===== config.mk =====
export PLATFORM = sky130hd
export DESIGN_NAME = lidar_node_framer_filter_core_flat
export DESIGN_NICKNAME = d
export VERILOG_FILES = /design/src/rtl/lnff_pkg.sv /design/src/rtl/lnff_rx_if.sv /design/src/rtl/lnff_node_if.sv /design/src/rtl/lidar_node_framer_filter_core.sv /design/src/rtl/lnff_apb_regs.sv /design/src/rtl/lnff_framer.sv /design/src/rtl/lnff_out_reg.sv /design/src/flat_wrapper.sv
export SDC_FILE = /design/constraint.sdc
export NUM_CORES = 1
export LEC_CHECK = 0
export CORE_ASPECT_RATIO = 0.6
export CORE_UTILIZATION = 50
export CTS_CLUSTER_SIZE = 16
export DETAILED_ROUTE_END_ITERATION = 10
export DONT_BUFFER_PORTS = 1
export GPL_TIMING_DRIVEN = 0
export MAX_ROUTING_LAYER = met4
export PLACE_DENSITY = 0.68
export SETUP_SLACK_MARGIN = 0.15
export SLEW_MARGIN = 20
export SYNTH_ARGS = -nofsm -noshare
export SYNTH_HDL_FRONTEND = slang
export SYNTH_HIERARCHICAL = 1
export SYNTH_SLANG_ARGS = --single-unit

===== constraint.sdc =====
create_clock -name i_clk -period 3 [get_ports i_clk]
set_input_delay 0.15 -clock i_clk [delete_from_list [all_inputs] [get_ports i_clk]]
set_output_delay 0.15 -clock i_clk [all_outputs]
set_load 0.03 [all_outputs]

===== src/rtl/lnff_pkg.sv =====
// lnff_pkg: shared types, register codes and reset values of the node framer filter
package lnff_pkg;

    localparam int NODE_BYTES = 5;
    localparam int CFG_ADDR_W = 4;
    localparam int CFG_DATA_W = 32;
    localparam int ANGLE_DEG_LIMIT = 360;

    typedef enum logic [1:0] {
        REG_DECIMATE_INTERVAL = 2'd0,
        REG_MIN_DISTANCE_MM   = 2'd1,
        REG_MAX_DISTANCE_MM   = 2'd2,
        REG_MIN_QUALITY       = 2'd3
    } t_reg_idx;

    localparam logic [7:0]  RST_DECIMATE_INTERVAL = 8'd20;
    localparam logic [13:0] RST_MIN_DISTANCE_MM   = 14'd100;
    localparam logic [13:0] RST_MAX_DISTANCE_MM   = 14'd6000;
    localparam logic [5:0]  RST_MIN_QUALITY       = 6'd10;

    typedef struct packed {
        logic [7:0]  decimate_interval;
        logic [13:0] min_distance_mm;
        logic [13:0] max_distance_mm;
        logic [5:0]  min_quality;
    } t_cfg;

    typedef struct packed {
        logic [31:0] sample_index;
        logic [14:0] angle_x64;
        logic [15:0] range_x4;
        logic [5:0]  quality;
    } t_node;

endpackage


===== src/rtl/lnff_rx_if.sv =====
// lnff_rx_if: byte stream channel from the scanner link
interface lnff_rx_if;
    logic       valid;
    logic       ready;
    logic [7:0] rx_byte;

    modport source (output valid, output rx_byte, input ready);
    modport sink (input valid, input rx_byte, output ready);
endinterface


===== src/rtl/lnff_node_if.sv =====
// lnff_node_if: decoded node result channel
interface lnff_node_if;
    logic        valid;
    logic        ready;
    logic [31:0] sample_index;
    logic [14:0] angle_x64;
    logic [15:0] range_x4;
    logic [5:0]  quality;

    modport source (output valid, output sample_index, output angle_x64,
                    output range_x4, output quality, input ready);
    modport sink (input valid, input sample_index, input angle_x64,
                  input range_x4, input quality, output ready);
endinterface


===== src/rtl/lidar_node_framer_filter_core.sv =====
// lidar_node_framer_filter_core: top level of the scanner node framer and filter
//
//   channel   direction  payload                                         notes
//   i_rx      in         rx_byte[7:0]                                    one byte per transfer
//   o_node    out        sample_index, angle_x64, range_x4, quality      zero or one per byte
//   apb       in/out     paddr[3:0], pwdata/prdata[31:0]                 pready tied high
//
// one byte per cycle; its node, if any, is on o_node the cycle after the transfer
// the rate is set by the single result register behind the window decode
// i_rx stalls only while a result waits and o_node.ready is low
// synchronous active-low reset clears the window, counters and result valid
module lidar_node_framer_filter_core (
    input  logic                           i_clk,
    input  logic                           i_rst_n,
    lnff_rx_if.sink                        i_rx,
    lnff_node_if.source                    o_node,
    input  logic                           psel,
    input  logic                           penable,
    input  logic                           pwrite,
    input  logic [lnff_pkg::CFG_ADDR_W-1:0] paddr,
    input  logic [lnff_pkg::CFG_DATA_W-1:0] pwdata,
    output logic [lnff_pkg::CFG_DATA_W-1:0] prdata,
    output logic                           pready
);
    import lnff_pkg::*;

    t_cfg  w_cfg;
    t_node w_node;
    logic  w_emit;
    logic  w_free;
    logic  w_accept;

    assign i_rx.ready = w_free;
    assign w_accept   = i_rx.valid && w_free;

    lnff_apb_regs u_regs (
        .i_clk   (i_clk),
        .i_rst_n (i_rst_n),
        .psel    (psel),
        .penable (penable),
        .pwrite  (pwrite),
        .paddr   (paddr),
        .pwdata  (pwdata),
        .prdata  (prdata),
        .pready  (pready),
        .o_cfg   (w_cfg)
    );

    lnff_framer u_framer (
        .i_clk     (i_clk),
        .i_rst_n   (i_rst_n),
        .i_accept  (w_accept),
        .i_rx_byte (i_rx.rx_byte),
        .i_cfg     (w_cfg),
        .o_emit    (w_emit),
        .o_node    (w_node)
    );

    lnff_out_reg u_out (
        .i_clk   (i_clk),
        .i_rst_n (i_rst_n),
        .i_load  (w_accept),
        .i_emit  (w_emit),
        .i_node  (w_node),
        .o_free  (w_free),
        .o_node  (o_node)
    );

`ifndef SYNTHESIS
    a_no_take_when_full: assert property (@(posedge i_clk) disable iff (!i_rst_n)
        (o_node.valid && !o_node.ready) |-> !i_rx.ready)
        else $error("byte taken while a result is stalled");

    a_dist_nonzero: assert property (@(posedge i_clk) disable iff (!i_rst_n)
        o_node.valid |-> (o_node.range_x4 != 16'd0))
        else $error("node with zero distance");

    a_angle_range: assert property (@(posedge i_clk) disable iff (!i_rst_n)
        o_node.valid |-> (o_node.angle_x64 < 15'd23040))
        else $error("node angle out of range");

    a_reset_idle: assert property (@(posedge i_clk)
        !i_rst_n |=> !o_node.valid)
        else $error("result valid after reset");
`endif

endmodule


===== src/rtl/lnff_apb_regs.sv =====
// lnff_apb_regs: apb configuration registers of the node framer filter
module lnff_apb_regs (
    input  logic                           i_clk,
    input  logic                           i_rst_n,
    input  logic                           psel,
    input  logic                           penable,
    input  logic                           pwrite,
    input  logic [lnff_pkg::CFG_ADDR_W-1:0] paddr,
    input  logic [lnff_pkg::CFG_DATA_W-1:0] pwdata,
    output logic [lnff_pkg::CFG_DATA_W-1:0] prdata,
    output logic                           pready,
    output lnff_pkg::t_cfg                 o_cfg
);
    import lnff_pkg::*;

    t_cfg     r_cfg;
    t_reg_idx w_idx;
    logic     w_wr;

    assign pready = 1'b1;
    assign w_idx  = t_reg_idx'(paddr[CFG_ADDR_W-1:2]);
    assign w_wr   = psel && penable && pwrite;
    assign o_cfg  = r_cfg;

    always_ff @(posedge i_clk) begin
        if (!i_rst_n) begin
            r_cfg.decimate_interval <= RST_DECIMATE_INTERVAL;
            r_cfg.min_distance_mm   <= RST_MIN_DISTANCE_MM;
            r_cfg.max_distance_mm   <= RST_MAX_DISTANCE_MM;
            r_cfg.min_quality       <= RST_MIN_QUALITY;
        end else if (w_wr) begin
            unique case (w_idx)
                REG_DECIMATE_INTERVAL: r_cfg.decimate_interval <= pwdata[7:0];
                REG_MIN_DISTANCE_MM:   r_cfg.min_distance_mm   <= pwdata[13:0];
                REG_MAX_DISTANCE_MM:   r_cfg.max_distance_mm   <= pwdata[13:0];
                REG_MIN_QUALITY:       r_cfg.min_quality       <= pwdata[5:0];
                default: ;
            endcase
        end
    end

    always_comb begin
        prdata = '0;
        unique case (w_idx)
            REG_DECIMATE_INTERVAL: prdata = {24'd0, r_cfg.decimate_interval};
            REG_MIN_DISTANCE_MM:   prdata = {18'd0, r_cfg.min_distance_mm};
            REG_MAX_DISTANCE_MM:   prdata = {18'd0, r_cfg.max_distance_mm};
            REG_MIN_QUALITY:       prdata = {26'd0, r_cfg.min_quality};
            default:               prdata = '0;
        endcase
    end

endmodule


===== src/rtl/lnff_framer.sv =====
// lnff_framer: byte window, node counters, decode and limit checks
module lnff_framer (
    input  logic           i_clk,
    input  logic           i_rst_n,
    input  logic           i_accept,
    input  logic [7:0]     i_rx_byte,
    input  lnff_pkg::t_cfg i_cfg,
    output logic           o_emit,
    output lnff_pkg::t_node o_node
);
    import lnff_pkg::*;

    logic [7:0]  r_win [NODE_BYTES];
    logic [31:0] r_valid_count;
    logic [7:0]  r_decimate_count;

    logic [7:0]  w_b0, w_b1, w_b2, w_b3, w_b4;
    logic        w_node_ok;
    logic [7:0]  w_dc_inc;
    logic        w_attempt;
    logic [13:0] w_dist_mm;
    logic        w_pass;
    logic [31:0] n_valid_count;
    logic [7:0]  n_decimate_count;

    // window as it stands after the incoming byte
    assign w_b0 = r_win[1];
    assign w_b1 = r_win[2];
    assign w_b2 = r_win[3];
    assign w_b3 = r_win[4];
    assign w_b4 = i_rx_byte;

    assign w_node_ok = (w_b0[0] != w_b0[1]) && w_b1[0];
    assign w_dc_inc  = r_decimate_count + 8'd1;
    assign w_attempt = w_dc_inc >= i_cfg.decimate_interval;

    assign o_node.sample_index = r_valid_count + 32'd1;
    assign o_node.angle_x64    = {w_b2, w_b1[7:1]};
    assign o_node.range_x4     = {w_b4, w_b3};
    assign o_node.quality      = w_b0[7:2];
    assign w_dist_mm           = o_node.range_x4[15:2];

    assign w_pass = (o_node.range_x4 != 16'd0)
                 && (o_node.angle_x64[14:6] < 9'(ANGLE_DEG_LIMIT))
                 && (w_dist_mm >= i_cfg.min_distance_mm)
                 && (w_dist_mm <= i_cfg.max_distance_mm)
                 && (o_node.quality >= i_cfg.min_quality);

    assign o_emit = w_node_ok && w_attempt && w_pass;

    always_comb begin
        n_valid_count    = r_valid_count;
        n_decimate_count = r_decimate_count;
        if (w_node_ok) begin
            n_valid_count    = o_node.sample_index;
            n_decimate_count = w_attempt ? 8'd0 : w_dc_inc;
        end
    end

    always_ff @(posedge i_clk) begin
        if (!i_rst_n) begin
            for (int i = 0; i < NODE_BYTES; i++) begin
                r_win[i] <= 8'd0;
            end
            r_valid_count    <= 32'd0;
            r_decimate_count <= 8'd0;
        end else if (i_accept) begin
            for (int i = 0; i < NODE_BYTES - 1; i++) begin
                r_win[i] <= r_win[i+1];
            end
            r_win[NODE_BYTES-1] <= i_rx_byte;
            r_valid_count       <= n_valid_count;
            r_decimate_count    <= n_decimate_count;
        end
    end

endmodule


===== src/rtl/lnff_out_reg.sv =====
// lnff_out_reg: result register between the framer and the node channel
module lnff_out_reg (
    input  logic            i_clk,
    input  logic            i_rst_n,
    input  logic            i_load,
    input  logic            i_emit,
    input  lnff_pkg::t_node i_node,
    output logic            o_free,
    lnff_node_if.source     o_node
);
    import lnff_pkg::*;

    logic  r_valid;
    t_node r_node;

    assign o_free = !r_valid || o_node.ready;

    always_ff @(posedge i_clk) begin
        if (!i_rst_n) begin
            r_valid <= 1'b0;
        end else if (i_load) begin
            r_valid <= i_emit;
        end else if (o_node.ready) begin
            r_valid <= 1'b0;
        end
    end

    always_ff @(posedge i_clk) begin
        if (i_load && i_emit) begin
            r_node <= i_node;
        end
    end

    assign o_node.valid        = r_valid;
    assign o_node.sample_index = r_node.sample_index;
    assign o_node.angle_x64    = r_node.angle_x64;
    assign o_node.range_x4     = r_node.range_x4;
    assign o_node.quality      = r_node.quality;

endmodule


===== src/flat_wrapper.sv =====
// flat-port wrapper written by rule: the top's interface ports become plain ports
module lidar_node_framer_filter_core_flat import lnff_pkg::*;
  (i_clk, i_rst_n, psel, penable, pwrite, paddr, pwdata, prdata, pready, i_rx_valid, i_rx_rx_byte, i_rx_ready, o_node_valid, o_node_sample_index, o_node_angle_x64, o_node_range_x4, o_node_quality, o_node_ready);
  lnff_rx_if i_rx_i ();
  lnff_node_if o_node_i ();
  input  logic i_clk;
  input  logic i_rst_n;
  input  logic psel;
  input  logic penable;
  input  logic pwrite;
  input  logic [lnff_pkg::CFG_ADDR_W-1:0] paddr;
  input  logic [lnff_pkg::CFG_DATA_W-1:0] pwdata;
  output logic [lnff_pkg::CFG_DATA_W-1:0] prdata;
  output logic pready;
  input wire logic [$bits(i_rx_i.valid)-1:0] i_rx_valid;
  input wire logic [$bits(i_rx_i.rx_byte)-1:0] i_rx_rx_byte;
  output wire logic [$bits(i_rx_i.ready)-1:0] i_rx_ready;
  output wire logic [$bits(o_node_i.valid)-1:0] o_node_valid;
  output wire logic [$bits(o_node_i.sample_index)-1:0] o_node_sample_index;
  output wire logic [$bits(o_node_i.angle_x64)-1:0] o_node_angle_x64;
  output wire logic [$bits(o_node_i.range_x4)-1:0] o_node_range_x4;
  output wire logic [$bits(o_node_i.quality)-1:0] o_node_quality;
  input wire logic [$bits(o_node_i.ready)-1:0] o_node_ready;
  assign i_rx_i.valid = i_rx_valid;
  assign i_rx_i.rx_byte = i_rx_rx_byte;
  assign i_rx_ready = i_rx_i.ready;
  assign o_node_valid = o_node_i.valid;
  assign o_node_sample_index = o_node_i.sample_index;
  assign o_node_angle_x64 = o_node_i.angle_x64;
  assign o_node_range_x4 = o_node_i.range_x4;
  assign o_node_quality = o_node_i.quality;
  assign o_node_i.ready = o_node_ready;
  lidar_node_framer_filter_core u_core (.i_clk(i_clk), .i_rst_n(i_rst_n), .i_rx(i_rx_i), .o_node(o_node_i), .psel(psel), .penable(penable), .pwrite(pwrite), .paddr(paddr), .pwdata(pwdata), .prdata(prdata), .pready(pready));
endmodule

==> results of run 1 <==
-- cells by family (layout without fill, tap and decap cells) --
group | Yosys count | count (layout) | synth area share
compound gates | 82 | 82 | 0.05776
xor+xnor | 58 | 58 | 0.05557
fa+ha+maj | 44 | 44 | 0.06022
buf+inv | 147 | 225 | 0.08664
flops | 184 | 184 | 0.5136
mux | 47 | 47 | 0.05968
other cells | 2 | 19 | 0.0008215
simple gates | 278 | 284 | 0.1658
-- flip-flops by register name, indices dropped and copies added, names as in the netlist --
name and flops:
u_core/u_out/o_node.sample_index 32, u_core/u_out/o_node.valid 1, u_core/u_out/o_node.range_x4 16, u_core/u_out/o_node.quality 6, u_core/u_framer/r_valid_count 32, u_core/u_framer/r_decimate_count 8
u_core/u_out/o_node.angle_x64 15, u_core/u_regs/o_cfg 42, u_core/u_framer/r_win 32
-- layer usage --
layer | vias to the layer above | part of all wire | wire (um)
met1 | 3007 | 0.51 | 11200
met4 | 0 | 0.012 | 257
met2 | 231 | 0.40 | 8824
li1 | 3054 | - | -
met3 | 26 | 0.072 | 1577
met5 | - | 0 | 0
-- power groups by stage --
stage / sequential (mW) / clock, mW / combinational, mW
finish: 2.73 / 2.26 / 0.387
floorplan: 2.77 / 0 / 0.278
detailed placement: 2.79 / 0 / 0.343
global placement: 2.79 / 0 / 0.334
CTS: 2.73 / 2.29 / 0.382
global route: 2.73 / 2.38 / 0.421
-- layout by cell type (no fill, tap or decap), types with 8 or more instances in the layout --
cell | synthesis | routed
edfxtp_1 | 101 | 101
dfxtp_1 | 83 | 79
dlygate4sd3_1 | 0 | 28
nand2_1 | 76 | 75
nor2_1 | 25 | 25
ha_1 | 44 | 42
conb_1 | 2 | 19
buf_4 | 57 | 66
nand4_1 | 17 | 17
clkbuf_16 | 0 | 18
a21oi_1 | 13 | 11
buf_2 | 9 | 9
inv_1 | 53 | 53
nor2b_1 | 18 | 18
xnor2_1 | 34 | 31
nand3_1 | 30 | 27
a21boi_0 | 9 | 9
o21ai_0 | 27 | 26
clkbuf_1 | 26 | 24
and3_1 | 41 | 38
xor2_1 | 24 | 24
mux2i_1 | 41 | 41
and2_1 | 24 | 23
nand2b_1 | 9 | 8
a21o_1 | 9 | 8
-- per-stage QoR --
step	instance area, sq um	setup slack [ns]	power (mW)	util	hold slack, ns
after global routing	10840	-0.01143	5.533	0.6195	0.05357
final	10840	0.09556	5.380	0.6195	0.01801
after CTS	10760	0.08732	5.395	0.6146	0.007971
after detailed placement	9562	-0.5232	3.130	0.5464	0.2726
after global placement	9532	-0.4876	3.121	0.5447	0.2703
after floorplan	9239	0.04150	3.045	-	0.2677
-- path summary, 6_finish.rpt --
| path | startpoint | to | depth (start not counted) | slack (ns) |
|---|---|---|---|---|
| min | paddr[3] | u_core/u_regs/o_cfg[16] | 3 | 0.02 |
| min reg2reg | u_core/u_framer/r_valid_count[29] | u_core/u_framer/r_valid_count[29] | 2 | 0.47 |
| max | u_core/u_framer/r_decimate_count[0] | u_core/u_out/o_node.range_x4[14] | 14 | 0.1 |
| max reg2reg | u_core/u_framer/r_decimate_count[0] | u_core/u_out/o_node.range_x4[14] | 14 | 0.1 |
-- layout make-up --
class	instances	share of cell area
plain buffers	94	0.05494
clock buffers	18	0.04155
clock inverters	14	0.01443
inverters	53	0.01835
multi-input cells	534	0.3602
flip-flops and latches	184	0.4342
well taps	234	0.02701
repair buffers	46	0.04928
-- worst register-to-register path: cells and delay by family (launching register included) --
kind,cells,cell delay (ns)
flops,1,0.38
xor+xnor,1,0.17
buf+inv,3,0.39
fa+ha+maj,2,0.46
simple gates,5,0.75
compound gates,3,0.47
-- timing repair --
| item | in CTS | in global routing |
|---|---|---|
| hold endpoints to repair | 59 | 0 |
| hold buffers | 28 | 0 |
| resized for setup | 19 | 13 |
| pin swaps | 5 | 8 |
| endpoints found under the setup margin | 71 | 78 |
| cloned | 6 | 1 |
| setup buffers | 14 | 2 |
==> flow_summary.yaml, run 1 <==
status:
  outcome: "finished, final reports clean"
worst_setup_path:
  max_stage_delay_ns: 0.38
  path_common_cell: "buf_12"
  cp_slowest_cell: "dfxtp_4"
  crit_buf_inv: 3
  end_kind: "register"
  crit_chain: "ha_4 > and3_4 > nand3_4 > xnor2_2 > ha_1 > nand2_2 > nor3_2 > a21o_2 > o311ai_4 > a211oi_2 > buf_4 > buf_12 > and2_4 > buf_12"
  crit_fanout: 10
  startpoint_type: "register"
  cp.arrival_ns: 3.06
  crit_required_ns: 3.16
  cp_top_family: "simple AND/OR/NAND/NOR gates"
  crit_type: "register to register"
floorplanning:
  fp.dieW_um: 176.6
  design.core.area_sq_um: 17500
  start_util: 0.5224
  dieArea_sq_um: 18850
  pin_count: 155
  die_h_um: 106.7
  row_count: 37
clocking:
  cts_buffers: 17
  cts-root-buf: "clkbuf_16"
  ctsHtreeMaxLevel: 4
  clock-sinks: 184
  clkLatencyLatePin_ns: 0.44
  cts_tree: "yes"
  worst_setup_hold_path_clk_slew_ns: 0.08
  cts_max_path_buffers: 2
global_routing:
  grt_max_degree: 21
  grt_pass1_wl_um: 33970
  antenna_found_initial: 0
  met1_usage: 0.3708
  grt_pass1_vias: 6111
  grt.overflow.total: 0
  grt_util_all_layers: 0.2480
  grt_busiest_layer: "met1"
  met3_usage: 0.05851
  met2_usage: 0.3319
synthesis:
  synth_top_area_share: 0.3318
  postSynthAreaPerCell_sq_um: 10.86
  syn_inst: 842
  async_flop_share: 0
  syn-cell-area_sq_um: 9141
  synth_ff_type: "edfxtp_1"
  ys_top_cells_by_area: "edfxtp_1 (33%), dfxtp_1 (18%), ha_1 (6.0%), buf_4 (4.7%), mux2i_1 (4.5%)"
  synthTopCellsByCount: "edfxtp_1 (101), dfxtp_1 (83), nand2_1 (76)"
  ys_seq_area_frac: 0.5136
  synth_most_common_cell: "edfxtp_1"
  synth_area_leader_cell: "edfxtp_1"
  synth-edff-count: 101
  ys_types: 51
  synth_seq_cells: 184
  yosysWarnings: 6
min_path:
  hp-class: "primary input to register"
sta:
  fin_crit_ns: 2.904
  rsz0062_at_grt: "yes"
  tns_ns: 0
  timing.fmax_ghz: 0.3443
  timing_worst_slew_pin_value_ns: 1.101
  finClkSkew_ns: 0.01274
  period_share: 0.9681
  setup_viol: 0
  slew_headroom: 0.2585
  hold_viol: 0
  slew_viol_final: 0
pwr:
  combPwrFrac: 0.072
  seq_power_share: 0.507
  power_leakage_nw: 4.518
  max-vdd-ir-drop_uv: 381.2
  power.share.clock: 0.421
  p_per_area_nw_per_um2: 496.3
  intPower_mw: 4.022
  p_sw_mw: 1.358
  netSwitchingFraction: 0.2524
routing:
  viasPerCell: 5.368
  drtAntennaViolNets: 0
  drt_iter0_markers: 444
  finalWirelength_um: 21860
  drt-wirelength-per-cell_um: 18.57
  vias: 6318
  drc: 0
  drtPass1Iterations: 5
placed_design:
  gp_congestion: 0.8430
  dp_cells: 1094
  place_hpwl_um: 15140
  io_buffer_count: 0
layout:
  n_antenna_cell: 0
  regArea_sq_um: 4707
  finalNetCount: 1025
  drive_gt1_frac: 0.1782
  multiInputGateArea_sq_um: 3905
  filler_cell_count: 1415
  area_growth_pct: 18.59
  stdcell_count: 1177
run:
  maxCapViolations: 0
(Power assumes the default switching activity.)
==> run 2: changes to the inputs <==
--- a/config.mk
+++ b/config.mk
@@ -6,13 +6,13 @@
 export NUM_CORES = 1
 export LEC_CHECK = 0
 export CORE_ASPECT_RATIO = 0.6
-export CORE_UTILIZATION = 50
+export CORE_UTILIZATION = 25
 export CTS_CLUSTER_SIZE = 16
 export DETAILED_ROUTE_END_ITERATION = 10
 export DONT_BUFFER_PORTS = 1
 export GPL_TIMING_DRIVEN = 0
 export MAX_ROUTING_LAYER = met4
-export PLACE_DENSITY = 0.68
+export PLACE_DENSITY = 0.45
 export SETUP_SLACK_MARGIN = 0.15
 export SLEW_MARGIN = 20
 export SYNTH_ARGS = -nofsm -noshare
==> constraint.sdc (replaced) <==
create_clock -name i_clk -period 3.05 [get_ports i_clk]
set_input_delay 0.1525 -clock i_clk [delete_from_list [all_inputs] [get_ports i_clk]]
set_output_delay 0.1525 -clock i_clk [all_outputs]
set_load 0.03 [all_outputs]
==> run 2 against run 1 <==
- critical path depth fell by 1
- clock-buffer cell count decreased by 1
- non-clock buffer count is 1 higher
- maximum frequency increased by 1.8%
- final cell count up 20%
- routed wire length increased by 16%
- design area increased by 2.0%
- setup slack gained 0.10 ns
- global-route usage is 10 points lower
- highest routed layer unchanged
- sequential share of layout area fell by 0.90 points
- clock skew increased by 0.00062 ns
- via count shrank 3.2%
==> flow_summary.yaml, run 2 (same netlist as run 1, synthesis figures left out) <==
worst_setup_path:
  max_stage_delay_ns: 0.37
  crit_required_ns: 3.21
  cp_top_family: "simple AND/OR/NAND/NOR gates"
  crit_start: "u_core/u_framer/r_decimate_count[0]"
  path_common_cell: "and3_4"
  reg2reg_from: "u_core/u_framer/r_decimate_count[0]"
  crit_fanout: 14
  crit_chain: "and3_4 > and3_4 > nand3_2 > xnor2_1 > ha_1 > nand2_2 > nor3_4 > a21o_4 > o311ai_4 > a211oi_2 > buf_4 > and2_4 > buf_12"
  crit_buf_inv: 2
  crit_type: "register to register"
  end_kind: "register"
  startpoint_type: "register"
  cp.arrival_ns: 3.01
  cp_slowest_cell: "dfxtp_4"
global_routing:
  grt_util_all_layers: 0.1443
  grt_pass1_wl_um: 38200
  antenna_found_initial: 1
  grt_pass1_vias: 5959
  grt.overflow.total: 0
  grt_max_degree: 30
placed_design:
  gp_congestion: 0.7726
  io_buffer_count: 0
  place_hpwl_um: 17880
  pre_cts_slack_ns: -0.5865
  dp_cells: 1327
sta:
  finClkSkew_ns: 0.01337
  slew_viol_final: 0
  rsz0062_at_grt: "yes"
  hold_viol: 0
  slew_headroom: 0.3520
  fin_ws_ns: 0.1967
  fin_crit_ns: 2.853
  period_share: 0.9355
  setup_viol: 0
  timing.fmax_ghz: 0.3505
  timing_worst_slew_pin_value_ns: 0.9618
clocking:
  clock-sinks: 184
  cts_buffers: 17
  cts_tree: "yes"
  ctsHtreeMaxLevel: 4
  cts-root-buf: "clkbuf_16"
  clkLatencyLatePin_ns: 0.45
  worst_setup_hold_path_clk_slew_ns: 0.07
  cts_max_path_buffers: 2
floorplanning:
  die_h_um: 150.1
  dieArea_sq_um: 37360
  design.core.area_sq_um: 35480
  row_count: 53
  start_util: 0.2577
  pin_count: 155
  fp.dieW_um: 248.9
pwr:
  power_leakage_nw: 4.484
  max-vdd-ir-drop_uv: 221.9
  p_per_area_nw_per_um2: 480.6
run:
  maxCapViolations: 0
layout:
  drive_gt1_frac: 0.1743
  stdcell_count: 1409
  filler_cell_count: 3613
  finalNetCount: 1023
  layout_commonest_cell: "edfxtp_1"
  area_growth_pct: 20.97
  largest_reg_flops: 42
  layout_common_cells: "edfxtp_1 (101), dfxtp_1 (79), nand2_1 (75)"
min_path:
  hold_start: "paddr[2]"
  hp-class: "primary input to register"
routing:
  drtAntennaViolNets: 0
  drc: 0
  drt_iter0_markers: 382
  vias: 6113
  drtPass1Iterations: 5
  finalWirelength_um: 25330
  viasPerCell: 4.339
  drt-wirelength-per-cell_um: 17.97
status:
  outcome: "finished, final reports clean"
-- run 2: cell count changes in the layout (fill, tap and decap cells not counted), sizes merged --
cell    change
inv         +3
clkinv      -2
and2        -3
diode       +1
-- run 2: cell type report --
cell class	count	area, sq um	share of cell area
sequential	184	4702	0.4252
multi-input combinational	531	3844	0.3476
buffer	94	598.1	0.05408
tap	467	584.3	0.05284
timing repair buffer	47	531.8	0.04809
clock buffer	17	425.4	0.03847
inverter	53	198.9	0.01799
clock inverter	15	171.4	0.01550
antenna	1	2.502	0.0002263
-- run 2: worst paths after layout --
check	to	slack (ns)	depth (start not counted)
worst min-delay path	u_core/u_regs/o_cfg[31]	0.04	2
worst max register to register	u_core/u_out/o_node.sample_index[18]	0.20	13
worst max-delay path	u_core/u_out/o_node.sample_index[18]	0.20	13
worst min register to register	u_core/u_framer/r_valid_count[29]	0.46	2
-- run 2: what timing repair did --
action	in CTS	in global routing
buffers inserted	15	2
gates resized for setup	17	9
hold buffers	28	0
setup endpoints to repair	92	84
gates cloned	3	1
pin swaps	8	1
endpoints found under the hold margin	59	0
-- run 2: power breakdown --
part | leakage, nW | total (mW) | internal (mW) | switching [mW]
sequential | 1.59 | 2.69 | 2.64 | 0.0452
clock | 0.286 | 2.24 | 1.11 | 1.13
combinational | 2.60 | 0.388 | 0.165 | 0.223
-- run 2: worst reg2reg max path, stage by stage, from the launching register on --
cell and delay, ns:
dfxtp_4 0.37, and3_4 0.19, and3_4 0.19, nand3_2 0.07, xnor2_1 0.16, ha_1 0.33, nand2_2 0.09, nor3_4 0.19
a21o_4 0.17, o311ai_4 0.11, a211oi_2 0.16, buf_4 0.19, and2_4 0.18, buf_12 0.15
-- run 2: stage by stage --
step                      utilization  hold slack, ns  TNS [ns]  power (mW)  cell area, sq um
after floorplan                     -          0.2702         0       2.995              9239
after global placement         0.2769          0.2720    -39.80       3.090              9823
after detailed placement       0.2775          0.2751    -40.68       3.096              9846
after CTS                      0.3099         0.01091         0       5.402             10990
after global routing           0.3117         0.02473         0       5.534             11060
final                          0.3117         0.03935         0       5.314             11060
-- run 2: metal layers --
metal / GRT usage / wire length, um / vias to the layer above
li1: - / - / 3050
met1: 0.2185 / 14290 / 2935
met2: 0.1847 / 9603 / 109
met3: 0.03164 / 1097 / 19
met4: 0.04410 / 335 / 0
met5: - / 0 / -
==> run 3: changes to the inputs <==
--- a/config.mk
+++ b/config.mk
@@ -5,14 +5,14 @@
 export SDC_FILE = /design/constraint.sdc
 export NUM_CORES = 1
 export LEC_CHECK = 0
+export BUFFER_PORTS_ARGS = -buffer_cell sky130_fd_sc_hd__clkbuf_2
 export CORE_ASPECT_RATIO = 0.6
 export CORE_UTILIZATION = 25
 export CTS_CLUSTER_SIZE = 16
 export DETAILED_ROUTE_END_ITERATION = 10
-export DONT_BUFFER_PORTS = 1
 export GPL_TIMING_DRIVEN = 0
 export MAX_ROUTING_LAYER = met4
-export PLACE_DENSITY = 0.45
+export PLACE_DENSITY = 0.49
 export SETUP_SLACK_MARGIN = 0.15
 export SLEW_MARGIN = 20
 export SYNTH_ARGS = -nofsm -noshare
==> run 3 against run 2 <==
- clock skew is 0.0036 ns lower
- largest power group unchanged
- register-to-register slack got worse by 0.09 ns
- die area unchanged
- power grew 0.98%
- routed wire length rose by 0.54%
- critical endpoint is now u_core/u_out/o_node.range_x4[9]
- clock-buffer cell count unchanged
- first-iteration DRC count increased by 33%
- critical path depth rose by 1
- highest routed layer unchanged
- sequential share of layout area decreased by 1.6 points
==> flow_summary.yaml, run 3 (same netlist as run 1, synthesis figures left out) <==
status:
  outcome: "finished, final reports clean"
worst_setup_path:
  reg2reg_from: "u_core/u_framer/r_decimate_count[0]"
  cp.arrival_ns: 3.12
  crit_fanout: 7
  crit_chain: "and3_4 > and3_4 > nand3_4 > xnor2_2 > ha_1 > nand2_2 > nor3_2 > a21o_2 > o311ai_4 > a211oi_2 > buf_4 > buf_6 > and2_4 > clkbuf_16"
  path_common_cell: "and3_4"
  end_kind: "register"
  crit_required_ns: 3.22
  max_stage_delay_ns: 0.37
  startpoint_type: "register"
  cp_slowest_cell: "dfxtp_4"
  reg2reg_to: "u_core/u_out/o_node.range_x4[9]"
  r2r_setup_slack_ns: 0.10
  r2r_cells: 14
  crit_type: "register to register"
floorplanning:
  row_count: 53
  design.core.area_sq_um: 35480
  dieArea_sq_um: 37360
  fp.dieW_um: 248.9
  start_util: 0.2577
  die_h_um: 150.1
  pin_count: 155
layout:
  filler_cell_count: 3606
  post-route-util: 0.3242
  largest_reg_flops: 42
  drive_gt1_frac: 0.2632
  stdcell_count: 1509
  multiInputGateArea_sq_um: 3829
  finalNetCount: 1123
  area_growth_pct: 25.84
  regArea_sq_um: 4702
  layout_commonest_cell: "clkbuf_2"
  layout_common_cells: "clkbuf_2 (117), edfxtp_1 (101), dfxtp_1 (79)"
pwr:
  intPower_mw: 3.981
  max-vdd-ir-drop_uv: 305.7
  seq_power_share: 0.501
  p_sw_mw: 1.386
  p_per_area_nw_per_um2: 466.5
  netSwitchingFraction: 0.2582
  combPwrFrac: 0.077
  power.share.clock: 0.422
  power_leakage_nw: 4.885
sta:
  setup_viol: 0
  hold_viol: 0
  tns_ns: 0
  period_share: 0.9659
  hold_slack_ns: 0.02622
  slew_headroom: 0.5506
  rsz0062_at_grt: "yes"
  fin_crit_ns: 2.946
  timing_worst_slew_pin_value_ns: 0.6742
  timing.fmax_ghz: 0.3394
  slew_viol_final: 0
  finClkSkew_ns: 0.009794
placed_design:
  io_buffer_count: 115
  place_hpwl_um: 18050
  dp_cells: 1442
  gp_congestion: 0.8189
min_path:
  whs_path_depth: 3
  hp-class: "primary input to register"
  hold_path_end: "u_core/u_regs/o_cfg[3]"
  hold_start: "pwdata[3]"
clocking:
  cts-root-buf: "clkbuf_16"
  cts_tree: "yes"
  clock-sinks: 184
  ctsHtreeMaxLevel: 4
  worst_setup_hold_path_clk_slew_ns: 0.07
  cts_max_path_buffers: 2
  clkLatencyLatePin_ns: 0.45
  cts_buffers: 17
routing:
  drc: 0
  drtPass1Iterations: 5
  finalWirelength_um: 25460
  drt-wirelength-per-cell_um: 16.87
  drtAntennaViolNets: 0
  drt_iter0_markers: 509
  vias: 6623
  viasPerCell: 4.389
global_routing:
  antenna_found_initial: 1
  grt_pass1_wl_um: 37670
  grt.overflow.total: 0
  grt_pass1_vias: 6187
  grt_max_degree: 25
  grt_util_all_layers: 0.1424
run:
  maxCapViolations: 0
-- run 3: cell count changes in the layout (fill, tap and decap cells not counted), sizes merged --
cell         previous run  this run
clkbuf                 44       159
dlygate4sd3            28        13
bufinv                  0         1
inv                    62        61
-- run 3: worst max path at each step --
stage                                                to  slack [ns]                                 from  cells past startpoint
floorplan              u_core/u_out/o_node.angle_x64[0]        0.09  u_core/u_framer/r_decimate_count[0]                     11
global placement    u_core/u_out/o_node.sample_index[1]       -0.52  u_core/u_framer/r_decimate_count[2]                     11
detailed placement  u_core/u_out/o_node.sample_index[0]       -0.57  u_core/u_framer/r_decimate_count[0]                     11
CTS                 u_core/u_out/o_node.sample_index[0]         0.1  u_core/u_framer/r_decimate_count[0]                     14
global route            u_core/u_out/o_node.range_x4[1]       -0.03  u_core/u_framer/r_decimate_count[0]                     14
finish                  u_core/u_out/o_node.range_x4[9]        0.10  u_core/u_framer/r_decimate_count[0]                     14
-- run 3: per-stage QoR --
| stage | area [sq um] | total power, mW | setup slack, ns |
|---|---|---|---|
| floorplan | 9239 | 2.995 | 0.09150 |
| global placement | 10400 | 3.129 | -0.5240 |
| detailed placement | 10430 | 3.139 | -0.5708 |
| CTS | 11450 | 5.447 | 0.09709 |
| global route | 11500 | 5.566 | -0.02785 |
| finish | 11500 | 5.366 | 0.1039 |
-- run 3: layout make-up --
cell class,instances,share of cell area
Sequential cell,184,0.4087
Tap cell,467,0.05079
Clock inverter,15,0.01403
Antenna cell,1,0.0002175
Clock buffer,17,0.03698
Buffer,94,0.05177
Timing Repair Buffer,147,0.08734
Multi-Input combinational cell,531,0.3328
Inverter,53,0.01729
-- run 3: layer usage --
metal | track usage | up-vias | routed length (um)
li1 | - | 3247 | -
met2 | 0.1866 | 161 | 9941
met3 | 0.03354 | 20 | 1425
met1 | 0.2123 | 3195 | 13850
met4 | 0.03975 | 0 | 246
met5 | - | - | 0
-- run 3: what timing repair did --
action	4_1_cts	5_1_grt
endpoints found under the hold margin	26	0
endpoints found under the setup margin	70	83
gates cloned	5	1
gates resized for setup	15	7
setup buffers	14	1
hold buffers	13	0
pin swaps	4	7
-- run 3: worst max-delay path, delay by kind of cell (launching register included) --
kind	cells	cell delay (ns)
AO/OA/AOI/OAI	3	0.50
XOR/XNOR	1	0.16
adder cells (fa/ha/maj)	1	0.31
buffers and inverters	3	0.41
flip-flops	1	0.37
AND/OR/NAND/NOR	6	0.92
-- run 3: power by group through the flow --
stage / logic [mW] / registers (mW) / clock network, mW
2_1_floorplan: 0.274 / 2.72 / 0
3_3_place_gp: 0.382 / 2.75 / 0
3_5_place_dp: 0.393 / 2.75 / 0
4_1_cts: 0.412 / 2.69 / 2.35
5_1_grt: 0.448 / 2.69 / 2.42
6_report: 0.412 / 2.69 / 2.26
